## src/sv/sisp_pkg.sv

```systemverilog
// Shared types, constants and helpers for the sorted integer set pair.
package sisp_pkg;

    localparam int CAPACITY = 64;
    localparam int ELEM_W   = 32;
    localparam int IDX_W    = $clog2(CAPACITY);
    localparam int CNT_W    = $clog2(CAPACITY + 1);
    localparam int ACT_W    = 2;
    localparam int RANK_W   = 6;
    localparam int STAT_W   = 3;
    localparam int LEN_W    = 7;
    localparam int REL_W    = 2;

    typedef enum logic [ACT_W-1:0] {
        ACT_INSERT = 2'd0,
        ACT_DELETE = 2'd1,
        ACT_READ   = 2'd2
    } t_action;

    typedef enum logic [STAT_W-1:0] {
        ST_INSERTED  = 3'd0,
        ST_DUPLICATE = 3'd1,
        ST_FULL      = 3'd2,
        ST_DELETED   = 3'd3,
        ST_ABSENT    = 3'd4,
        ST_READ_OK   = 3'd5,
        ST_PAST_END  = 3'd6
    } t_status;

    typedef enum logic [REL_W-1:0] {
        REL_DIFFER   = 2'd0,
        REL_EQUAL    = 2'd1,
        REL_A_HAS_B  = 2'd2,
        REL_B_HAS_A  = 2'd3
    } t_relation;

    typedef enum logic [1:0] {
        S_IDLE,
        S_CMP,
        S_UPD
    } t_state;

    // Controller to datapath
    typedef struct packed {
        logic load;     // capture an input beat
        logic compare;  // register the per-cell compare results
        logic commit;   // update the sets and load the result register
    } t_cmd;

    // Datapath to controller
    typedef struct packed {
        logic out_free; // result register can take a beat this cycle
    } t_stat;

    function automatic t_relation relation_of(input logic [CNT_W-1:0] ca,
                                              input logic [CNT_W-1:0] cb,
                                              input logic [CNT_W-1:0] cc);
        logic only_a;
        logic only_b;
        only_a = (ca != cc);
        only_b = (cb != cc);
        if (only_a && only_b) begin
            return REL_DIFFER;
        end else if (!only_a && !only_b) begin
            return REL_EQUAL;
        end else if (!only_b) begin
            return REL_A_HAS_B;
        end else begin
            return REL_B_HAS_A;
        end
    endfunction

endpackage

```

## src/sv/sisp_ctrl.sv

```systemverilog
// Controller state machine: sequences load, compare and commit per item.
module sisp_ctrl
    import sisp_pkg::*;
(
    input  logic  i_clk,
    input  logic  i_rst_n,
    input  logic  i_valid,
    output logic  o_ready,
    input  t_stat i_stat,
    output t_cmd  o_cmd
);

    t_state r_state;
    t_state n_state;

    always_ff @(posedge i_clk) begin
        if (!i_rst_n) begin
            r_state <= S_IDLE;
        end else begin
            r_state <= n_state;
        end
    end

    always_comb begin
        n_state = r_state;
        unique case (r_state)
            S_IDLE: begin
                if (i_valid) n_state = S_CMP;
            end
            S_CMP: begin
                n_state = S_UPD;
            end
            S_UPD: begin
                if (i_stat.out_free) n_state = i_valid ? S_CMP : S_IDLE;
            end
            default: n_state = S_IDLE;
        endcase
    end

    always_comb begin
        o_ready = 1'b0;
        o_cmd   = '0;
        unique case (r_state)
            S_IDLE: begin
                o_ready = i_rst_n;
            end
            S_CMP: begin
                o_cmd.compare = 1'b1;
            end
            S_UPD: begin
                o_cmd.commit = i_stat.out_free;
                o_ready      = i_stat.out_free;
            end
            default: o_ready = 1'b0;
        endcase
        o_cmd.load = o_ready && i_valid;
    end

endmodule

```

## config.mk

```make
export PLATFORM = sky130hd
export DESIGN_NAME = sisp_ctrl
export DESIGN_NICKNAME = d
export VERILOG_FILES = /design/src/sv/sisp_pkg.sv /design/src/sv/sisp_ctrl.sv
export SDC_FILE = /design/constraint.sdc
export NUM_CORES = 1
export LEC_CHECK = 0
export ABC_CLOCK_PERIOD_IN_PS = 3060
export BUFFER_PORTS_ARGS = -buffer_cell sky130_fd_sc_hd__buf_4
export CAP_MARGIN = 5
export CORE_AREA = 2 2 39 41
export DETAILED_ROUTE_END_ITERATION = 8
export DIE_AREA = 0 0 41 43
export PLACE_DENSITY_LB_ADDON = 0.1
export SLEW_MARGIN = 40
export SYNTH_ARGS = -nofsm -noshare
export SYNTH_HDL_FRONTEND = slang
export SYNTH_SLANG_ARGS = --single-unit
```

## constraint.sdc

```tcl
create_clock -name i_clk -period 3.06 [get_ports i_clk]
set_clock_uncertainty 0.1 [all_clocks]
set_input_delay 0.153 -clock i_clk [delete_from_list [all_inputs] [get_ports i_clk]]
set_output_delay 0.153 -clock i_clk [all_outputs]
set_load 0.03 [all_outputs]
```

==> metrics.yaml <==
routing:
  first_pass_iters: 1
  wl_um: 291
  vias: 112
  viasPerCell: 3.03
  drc: 0
  wl_per_cell_um: 7.86
  ant_nets: 0
  drt_iter0_markers: 0
timing:
  drv_slew: 0
  period_needed_ns: 1.33
  holdWs_ns: 0.0560
  finalSetupViolations: 0
  setup-tns-final_ns: 0
  fmax_mhz: 751
  hold_viol: 0
  worstMarginPinSlew_ns: 0.169
  layout_setup_ws_ns: 1.73
  worst_slew_margin_rel_pct: 88.4
  grt_setup_unrepaired: "false"
  min_period_over_period_pct: 43.5
clocking:
  cts_num_sinks: 2
  cts_setup_buffers: 0
  cts_tree: "yes"
  numCtsBuffers: 3
  cts_hold_buf: 0
  h-tree-depth: 1
  clockBufferDepth: 2
  cts-resized-gates: 0
  clk-insertion-delay-late_ns: 0.23
  clkTransAtPathRegs_ns: 0.03
  cts_root_buf: "clkbuf_4"
power_and_ir_drop:
  p_sw_mw: 0.0293
  vdd_ir_drop_max_mv: 0.0689
  p_seq_share_pct: 26.8
  p_comb_share_pct: 19.7
  clockPowerShare_pct: 53.6
  p_total_mw: 0.111
  leakagePower_nw: 0.0933
  p_int_mw: 0.0817
  p_per_area_nw_per_um2: 538
  swShare_pct: 26.4
global_routing:
  grt_first_pass_wirelength_um: 517
  antenna_found_initial: 0
  grt_pass1_vias: 127
  grt_max_degree: 7
  grtUsageTotal_pct: 5.62
  grt_overflow: 0
synth:
  synth-async-reset-ratio_pct: 0
  synth-edff-count: 0
  synth_commonest_cells: "dfxtp_1 (2), nor3b_1 (2)"
  synth_area_um2: 119
  ys_types: 10
  synth_nets: 16
  synth-simple-area-share_pct: 45.3
  yosysSeqAreaShare_pct: 33.7
  synth.ff_latch_count: 2
  synth_top_area_cell: "dfxtp_1"
  synth_xor_area_share_pct: 0
  syn_avg_cell_area_um2: 9.91
  synth_area_leaders: "dfxtp_1 (34%), nor3b_1 (13%), and3b_2 (8.4%)"
  synth.area.mux_share_pct: 8.42
  netlist.area_leader.share_pct: 33.7
  synth_ff_type: "dfxtp_1"
  synth_top_family_by_area: "simple AND/OR/NAND/NOR gates"
  synthAdderAreaFrac_pct: 0
  synth_compound_area_share_pct: 6.32
  yosysWarnings: 0
  netlist_instances: 12
final_layout:
  largest_register: "r_state"
  fillers: 162
  drive_gt1_share_pct: 57.1
  finalNonFillerCells: 37
  final_nets: 27
  utilization_pct: 14.9
  largest_register_ffs: 2
  fin_area_um2: 206
  seq_area_um2: 40.0
  num_antenna_cells: 0
  multiInputGateArea_um2: 71.3
  reg_top3: "r_state x2"
  syn2layout_area_growth_pct: 73.7
worst_setup_path:
  cp_slowest_cell: "dfxtp_1"
  crit_fanout: 5
  start_kind: "flip-flop"
  rr_endpoint: "r_state[1]"
  critPathMaxStageDelay_ns: 0.38
  r2r_cells: 2
  required_ns: 2.81
  r2r_slack_ns: 2.06
  critical_path_class: "reg2out"
  path_cells: "mux2i_1, nor3b_1, buf_4"
  worstPathArrival_ns: 1.08
  crit_path_end_kind: "output pin"
  reg2reg_from: "r_state[1]"
placement:
  dpl_cell_area_um2: 184
  dp.cells: 34
  place_ws_ns: 1.96
  io_buffers: 7
  place_congestion: 0.588
floorplan:
  die_w_um: 41
  fp.dieH_um: 43
  num_rows: 14
  die_area_um2: 1760
  core_area_um2: 1380
  io_pins: 8
  start_util_pct: 8.59
min_path:
  min_to: "r_state[1]"
  holdCritStartpoint: "i_rst_n"
  min_path_type: "in2reg"
  worstHoldPathCells: 2
run_status:
  outcome: "finished, final reports clean"
flow_run:
  max_cap_viol_count: 0
-- cell usage in the layout, fill, tap and decap left out --
| cell | count |
|---|---|
| and2b_2 | 1 |
| and3b_2 | 1 |
| nand2b_1 | 1 |
| o21a_1 | 1 |
| dfxtp_1 | 2 |
| clkbuf_4 | 3 |
| mux2i_1 | 1 |
| nor3b_1 | 2 |
| and4b_1 | 1 |
| nor2_1 | 1 |
| buf_4 | 7 |
-- worst max-delay path by stage --
stage                     startpoint       end  slack, ns
final                     r_state[1]  o_cmd[2]       1.73
after CTS                 r_state[1]  o_cmd[2]       1.70
after floorplan           r_state[1]  o_cmd[2]       1.62
after global routing      r_state[1]  o_cmd[2]       1.59
after global placement    r_state[1]  o_cmd[2]       1.93
after detailed placement  r_state[1]  o_cmd[2]       1.96
-- kinds of logic after synthesis --
| logic type | count (synthesis) |
|---|---|
| AO/OA/AOI/OAI | 1 |
| buffers and inverters | 1 |
| flip-flops | 2 |
| multiplexers | 1 |
| AND/OR/NAND/NOR | 7 |
-- power by group through the flow --
| stage | registers (mW) | logic (mW) | clock network, mW |
|---|---|---|---|
| finish | 0.0297 | 0.0218 | 0.0595 |
| global route | 0.0300 | 0.0238 | 0.0693 |
| CTS | 0.0296 | 0.0222 | 0.0650 |
| detailed placement | 0.0300 | 0.0221 | 0 |
| global placement | 0.0301 | 0.0223 | 0 |
| floorplan | 0.0296 | 0.0139 | 0 |
-- worst max-delay path: cells and delay by family, from the launching register on --
kind,cells,cell delay (ns)
buffers and inverters,1,0.19
flip-flops,1,0.38
multiplexers,1,0.11
AND/OR/NAND/NOR,1,0.18
-- per-layer routing --
layer  up-vias  routed length, µm  track usage [%]
met5         -                  0                0
met4         0                  0             10.0
met3         0                 26             5.76
met2         3                158             5.00
met1        48                107             4.50
li1         61                  -                -
-- cell type report --
type | count | share of cell area, %
timing repair buffer | 7 | 25.5
multi-input combinational | 9 | 34.5
sequential | 2 | 19.4
clock buffer | 3 | 10.9
tap | 16 | 9.70
Note: power is estimated with default switching activity, not from simulation.
